File: src/rtl/psb_pkg.sv
// Package for the palette shade/blend nearest-colour block.
// Holds widths, constants and shared types; used by the distance unit and the top level.
`timescale 1ns / 1ps

package psb_pkg;

  // Palette storage
  localparam int unsigned PAL_ENTRIES = 256;
  localparam int unsigned PAL_AW      = 8;
  localparam int unsigned COMP_W      = 8;
  localparam int unsigned RGB_W       = 3 * COMP_W;

  // Colormap geometry
  localparam int unsigned ROW_W       = 9;
  localparam logic [8:0]  SHADE_ROWS  = 9'd64;
  localparam logic [8:0]  LAST_ROW    = 9'd319;
  localparam logic [5:0]  SHADE_MAX   = 6'd63;
  localparam int unsigned SHADE_SHIFT = 5;
  localparam logic [7:0]  LAST_INDEX  = 8'd255;

  // Target and distance widths
  localparam int unsigned TGT_W       = 9;
  localparam int unsigned DIST_W      = 11;
  localparam logic [10:0] DIST_LIMIT  = 11'd768;

  // Divide by three: x * 683 >> 11 is exact for x below 2048
  localparam logic [9:0]  RECIP3       = 10'd683;
  localparam int unsigned RECIP3_SHIFT = 11;

  // Actions
  localparam logic ACT_WRITE = 1'b0;
  localparam logic ACT_QUERY = 1'b1;

  typedef struct packed {
    logic [COMP_W-1:0] r;
    logic [COMP_W-1:0] g;
    logic [COMP_W-1:0] b;
  } rgb_t;

  typedef struct packed {
    logic [TGT_W-1:0] r;
    logic [TGT_W-1:0] g;
    logic [TGT_W-1:0] b;
  } target_t;

  typedef struct packed {
    logic clear;
    logic step;
  } dist_ctrl_t;

endpackage

File: src/rtl/psb_dist_unit.sv
// Shared distance unit: sum of absolute RGB differences and running minimum.
// Depends on psb_pkg.
`timescale 1ns / 1ps

module psb_dist_unit (
  input  logic                        clk_i,
  input  logic                        rst_ni,
  input  psb_pkg::dist_ctrl_t         ctrl_i,
  input  psb_pkg::target_t            target_i,
  input  psb_pkg::rgb_t               entry_i,
  input  logic [psb_pkg::PAL_AW-1:0]  index_i,
  output logic [psb_pkg::PAL_AW-1:0]  best_idx_o
);

  logic [psb_pkg::TGT_W-1:0]  diff_r, diff_g, diff_b;
  logic [psb_pkg::DIST_W-1:0] entry_dist;
  logic [psb_pkg::DIST_W-1:0] best_dist_q, best_dist_d;
  logic [psb_pkg::PAL_AW-1:0] best_idx_q, best_idx_d;

  function automatic logic [psb_pkg::TGT_W-1:0] abs_diff(
    input logic [psb_pkg::COMP_W-1:0] a,
    input logic [psb_pkg::TGT_W-1:0]  t
  );
    logic [psb_pkg::TGT_W-1:0] ae;
    ae = {1'b0, a};
    return (ae > t) ? (ae - t) : (t - ae);
  endfunction

  // Distance of the current entry from the target
  always_comb begin
    diff_r     = abs_diff(entry_i.r, target_i.r);
    diff_g     = abs_diff(entry_i.g, target_i.g);
    diff_b     = abs_diff(entry_i.b, target_i.b);
    entry_dist = {2'b00, diff_r} + {2'b00, diff_g} + {2'b00, diff_b};
  end

  // Keep the first strict minimum below the limit
  always_comb begin
    best_dist_d = best_dist_q;
    best_idx_d  = best_idx_q;
    priority if (ctrl_i.clear) begin
      best_dist_d = psb_pkg::DIST_LIMIT;
      best_idx_d  = '0;
    end else if (ctrl_i.step && (entry_dist < best_dist_q)) begin
      best_dist_d = entry_dist;
      best_idx_d  = index_i;
    end
  end

  always_ff @(posedge clk_i or negedge rst_ni) begin
    if (!rst_ni) begin
      best_dist_q <= psb_pkg::DIST_LIMIT;
      best_idx_q  <= '0;
    end else begin
      best_dist_q <= best_dist_d;
      best_idx_q  <= best_idx_d;
    end
  end

  assign best_idx_o = best_idx_q;

  // The running minimum never rises above the acceptance limit
  a_best_below_limit: assert property (@(posedge clk_i) disable iff (!rst_ni)
    best_dist_q <= psb_pkg::DIST_LIMIT)
    else $error("best distance above limit");

endmodule

File: config.mk
export PLATFORM = sky130hd
export DESIGN_NAME = psb_dist_unit
export DESIGN_NICKNAME = d
export VERILOG_FILES = /design/src/rtl/psb_pkg.sv /design/src/rtl/psb_dist_unit.sv
export SDC_FILE = /design/constraint.sdc
export NUM_CORES = 1
export LEC_CHECK = 0
export BUFFER_PORTS_ARGS = -buffer_cell sky130_fd_sc_hd__buf_2
export CAP_MARGIN = 0
export CORE_UTILIZATION = 59
export CTS_BUF_LIST = sky130_fd_sc_hd__clkbuf_4 sky130_fd_sc_hd__clkbuf_8
export DETAILED_ROUTE_END_ITERATION = 10
export MAX_ROUTING_LAYER = met4
export PLACE_DENSITY = 0.95
export SLEW_MARGIN = 40
export SYNTH_ARGS = -nofsm -noshare
export SYNTH_HDL_FRONTEND = slang
export SYNTH_SLANG_ARGS = --single-unit
File: constraint.sdc
create_clock -name clk_i -period 2.6 [get_ports clk_i]
set_clock_uncertainty 0.15 [all_clocks]
set_input_delay 0.26 -clock clk_i [delete_from_list [all_inputs] [get_ports clk_i]]
set_output_delay 0.26 -clock clk_i [all_outputs]
set_load 0.1 [all_outputs]
==> impl_metrics.env, run 1 <==
export IMPL_status="aborted with a tool error"
export IMPL_flow_stopped_at="5_1_grt"
export IMPL_tool_error="[ERROR DPL-0038] Utilization greater than 100%, impossible to legalize"
export IMPL_synth_cell_types=63
export IMPL_postGrtWorstEndpoint="best_idx_o[1]$_DFFE_PN0P_/D"
export IMPL_rows=29
export IMPL_ys_seq_elements=19
export IMPL_grt_max_degree=22
export IMPL_root_buffer="clkbuf_8"
export IMPL_endpoint_type="register data pin"
export IMPL_dp_hpwl_mm=11.13
export IMPL_start_util=0.6250
export IMPL_netlist_instances=497
export IMPL_synth_area_per_cell_um2=8.121
export IMPL_async_flop_share=1.000
export IMPL_clkSinkCount=19
export IMPL_yosysSeqAreaShare=0.1184
export IMPL_post_place_ws_ns=-2.849
export IMPL_synth_area_um2=4036
export IMPL_cts_max_level=1
export IMPL_ys_flop_type="dfrtp_1"
export IMPL_fp_dieH_um=84.71
export IMPL_chipWidth_um=84.71
export IMPL_synth_edf_count=0
export IMPL_port_buffers=70
export IMPL_numCtsBuffers=3
export IMPL_gp_congestion=1.014
export IMPL_io_pins=71
export IMPL_yosys_warnings=0
export IMPL_clk_path_buf_depth=2
export IMPL_synth_fp_nets=642
cells by family after synthesis:
group	Yosys count	synth area share
AO/OA/AOI/OAI	118	0.2074
AND/OR/NAND/NOR	112	0.1348
buffers and inverters	104	0.1032
adder cells (fa/ha/maj)	82	0.2839
multiplexers	43	0.1110
XOR/XNOR	19	0.04123
flip-flops	19	0.1184
per-stage QoR:
stage          hold WS, ns  setup TNS (ns)  instance area [um^2]  instances
3_3_place_gp       0.04793          -46.18                  5562        749
2_1_floorplan      -0.1856          -40.87                  4342        497
3_5_place_dp       0.06618          -52.61                  5562        749
4_1_cts            0.09309          -41.66                  6152        778
what timing repair did:
item,4_1_cts
pin swaps,35
gates cloned,2
setup buffers,22
resized for setup,78
hold buffers,1
hold endpoints to repair,17
setup endpoints to repair,19
synth_stat cells, drive strengths merged, types with 8 or more instances:
master,count,share of area
a21o,14,0.026
a21oi,34,0.045
buf,12,0.018
dfrtp,17,0.11
fa,16,0.079
ha,66,0.20
inv,89,0.083
mux2,8,0.024
mux2i,35,0.087
nand2,13,0.012
nand3,9,0.011
nor2,46,0.043
nor3,8,0.0099
o21ai,22,0.029
xnor2,13,0.028
==> inputs of run 2 (changes only) <==
CORE_UTILIZATION = 40   (was 59)
CTS_BUF_LIST = unset   (was sky130_fd_sc_hd__clkbuf_4 sky130_fd_sc_hd__clkbuf_8)
MAX_ROUTING_LAYER = unset   (was met4)
PLACE_DENSITY = unset   (was 0.95)
PLACE_DENSITY_LB_ADDON = 0.15   (was unset)
==> impl_metrics.env, run 2 <==
export IMPL_die_area_um2=10500
export IMPL_clk_path_buf_depth=2
export IMPL_switching_share=0.4604
export IMPL_cts_tree="yes"
export IMPL_violations="setup timing"
export IMPL_synth_top_cells_by_count="inv_1, ha_1, nor2_1, mux2i_1, a21oi_1"
export IMPL_switchingPower_w=0.003047
export IMPL_status="complete, but fails checks"
export IMPL_report_final_slew_viol_count=0
export IMPL_grt_max_degree=22
export IMPL_grt_use_total=0.2144
export IMPL_p_int_w=0.003570
export IMPL_diodes=0
export IMPL_p_comb_frac=0.897
export IMPL_cts_max_level=1
export IMPL_root_buffer="clkbuf_8"
export IMPL_clkSinkCount=19
export IMPL_clk_pin_slew_ns=0.07
export IMPL_port_buffers=70
export IMPL_max_cap_violations=0
export IMPL_antenna_left=0
export IMPL_synth_most_common_cell="inv_1"
export IMPL_ys_seq_elements=19
export IMPL_yosysTopAreaCell="ha_1"
export IMPL_synth_fp_nets=642
export IMPL_netlist_instances=497
export IMPL_worst_setup_path_type="in2reg"
export IMPL_peakVddDrop_v=0.0008960
export IMPL_yosysSeqAreaShare=0.1184
export IMPL_first_iter_violations=83
export IMPL_routed_wl_mm=11.33
export IMPL_most_common_layout_cells="buf_4, inv_1, buf_2, ha_1, nor2_1"
export IMPL_drive_above_1_share=0.4755
export IMPL_async_flop_share=1.000
export IMPL_drt_pass1_iterations=4
export IMPL_arrival_ns=4.96
export IMPL_instances_no_fill=848
export IMPL_synth_edf_count=0
export IMPL_layout_commonest_cell="buf_4"
export IMPL_coreArea_um2=9774
export IMPL_setup_violations_final=19
export IMPL_final_util=0.6621
export IMPL_start_util=0.4130
export IMPL_grt_overflow_total=0
export IMPL_startpoint_type="primary input"
export IMPL_final_nets=861
export IMPL_dp_hpwl_mm=8.873
export IMPL_largest_reg_flops=11
export IMPL_place_area_um2=5779
export IMPL_power_frac_clock=0.031
export IMPL_synth_top_area_share=0.2046
export IMPL_hold_violations=0
export IMPL_leakage_nw=3.350
export IMPL_cp_max_fo=6
export IMPL_antenna_found_initial=0
export IMPL_powerDensity_nw_per_um2=1023
export IMPL_numCtsBuffers=3
export IMPL_worstSkewPairLatency_ns=0.25
export IMPL_critPathCaptureType="flip-flop"
export IMPL_first_global_vias=4072
export IMPL_synth_cell_types=63
export IMPL_dpl_cell_count=823
export IMPL_synth_area_top_cells="ha_1, dfrtp_1, mux2i_1, inv_1, fa_1"
export IMPL_period_share=1.913
export IMPL_chipWidth_um=102.5
export IMPL_final_area_um2=6471
export IMPL_hp_class="in2reg"
export IMPL_setup_ws_ns=-2.375
export IMPL_ys_flop_type="dfrtp_1"
export IMPL_power_total_w=0.006617
export IMPL_avgRoutedWirePerCell_um=13.35
export IMPL_grt_pass1_wl_mm=18.36
export IMPL_vias=4190
export IMPL_io_pins=71
export IMPL_rsz0062_at_grt="true"
export IMPL_worst_endpoint_required_ns=2.58
export IMPL_rrSetupSlack_ns=0.45
export IMPL_rows=36
export IMPL_slew_headroom=0.6793
export IMPL_worstMarginPinSlew_ns=0.4843
export IMPL_gp_congestion=0.8787
export IMPL_top_register="best_dist_q"
export IMPL_area_growth_pct=60.32
export IMPL_fp_dieH_um=102.5
export IMPL_setup_tns_final_ns=-44.05
export IMPL_synth_area_um2=4036
export IMPL_yosys_warnings=0
export IMPL_synth_area_per_cell_um2=8.121
export IMPL_via_per_inst=4.941
export IMPL_fin_crit_ns=4.975
export IMPL_drc=0
export IMPL_max_clock_freq_ghz=0.2010
export IMPL_p_seq_frac=0.072
-- run 2: repair_timing --
item	CTS	global route
pin swaps	33	32
resized for setup	32	63
hold endpoints to repair	17	0
hold buffers	1	0
setup buffers	11	7
cloned	2	1
setup endpoints to repair	19	19
-- run 2: area by class of cell --
class                      count  area (um^2)
multi-input combinational    374         3702
fill                         834         3303
inverter                      89        359.1
clock inverter                 1        5.005
tap                          133        166.4
clock buffer                   3        41.29
sequential                    19        478.0
timing repair buffer         229         1719
-- run 2: worst paths after layout --
check,cells past startpoint,from,end
max,26,entry_i[14],best_idx_o[0]$_DFFE_PN0P_
max in group asynchronous,2,rst_ni,best_dist_q[9]$_DFFE_PN1P_
min,3,index_i[3],best_idx_o[3]$_DFFE_PN0P_
min reg2reg,2,best_idx_o[7]$_DFFE_PN0P_,best_idx_o[7]$_DFFE_PN0P_
max reg2reg,9,best_dist_q[9]$_DFFE_PN1P_,best_idx_o[0]$_DFFE_PN0P_
min in group asynchronous,2,rst_ni,best_dist_q[4]$_DFFE_PN0P_
-- run 2: power by group through the flow --
stage / Combinational [W] / Sequential [W] / Clock, W
CTS: 0.00525 / 0.000468 / 0.000211
finish: 0.00594 / 0.000475 / 0.000204
floorplan: 0.00269 / 0.000873 / 0
global placement: 0.00441 / 0.000467 / 0
detailed placement: 0.00454 / 0.000470 / 0
global route: 0.00647 / 0.000489 / 0.000223
-- run 2: through the flow --
stage          hold WS (ns)  worst slack (ns)
2_1_floorplan       -0.1856            -2.193
3_3_place_gp        0.06339            -2.596
3_5_place_dp        0.07608            -2.694
4_1_cts             0.09407            -2.205
5_1_grt              0.1083            -2.549
6_report            0.09733            -2.375
-- run 2: critical path, cell delays in order --
cell and delay, ns:
buf_6 0.10, ha_4 0.25, a21o_1 0.22, a21oi_2 0.16, nor2_2 0.07, buf_4 0.14
o21ai_4 0.19, buf_6 0.13, mux2_4 0.30, fa_1 0.49, ha_2 0.18, inv_2 0.04
fa_2 0.38, nor2b_4 0.13, o31a_1 0.21, o21ai_2 0.09, o21ai_1 0.17, xnor2_1 0.13
ha_1 0.33, buf_6 0.11, o2111ai_4 0.10, o21ai_4 0.19, buf_6 0.15, buf_12 0.13
mux2i_4 0.25, nor2_2 0.06
-- run 2: routing by layer --
layer | track usage | part of all wire | vias to the layer above
met5 | 0 | 0 | -
met4 | 0.03407 | 0.012 | 0
li1 | - | - | 2146
met3 | 0.005472 | 0.017 | 12
met2 | 0.3851 | 0.52 | 66
met1 | 0.2898 | 0.45 | 1966
-- run 2: cells by family (layout without fill, tap and decap cells) --
logic type	Yosys count	count (layout)	share of synthesized area
AO/OA/AOI/OAI	118	118	0.2074
flip-flops	19	19	0.1184
AND/OR/NAND/NOR	112	112	0.1348
XOR/XNOR	19	19	0.04123
multiplexers	43	43	0.1110
adder cells (fa/ha/maj)	82	82	0.2839
buffers and inverters	104	322	0.1032
Power figures use the tool's default switching activity.
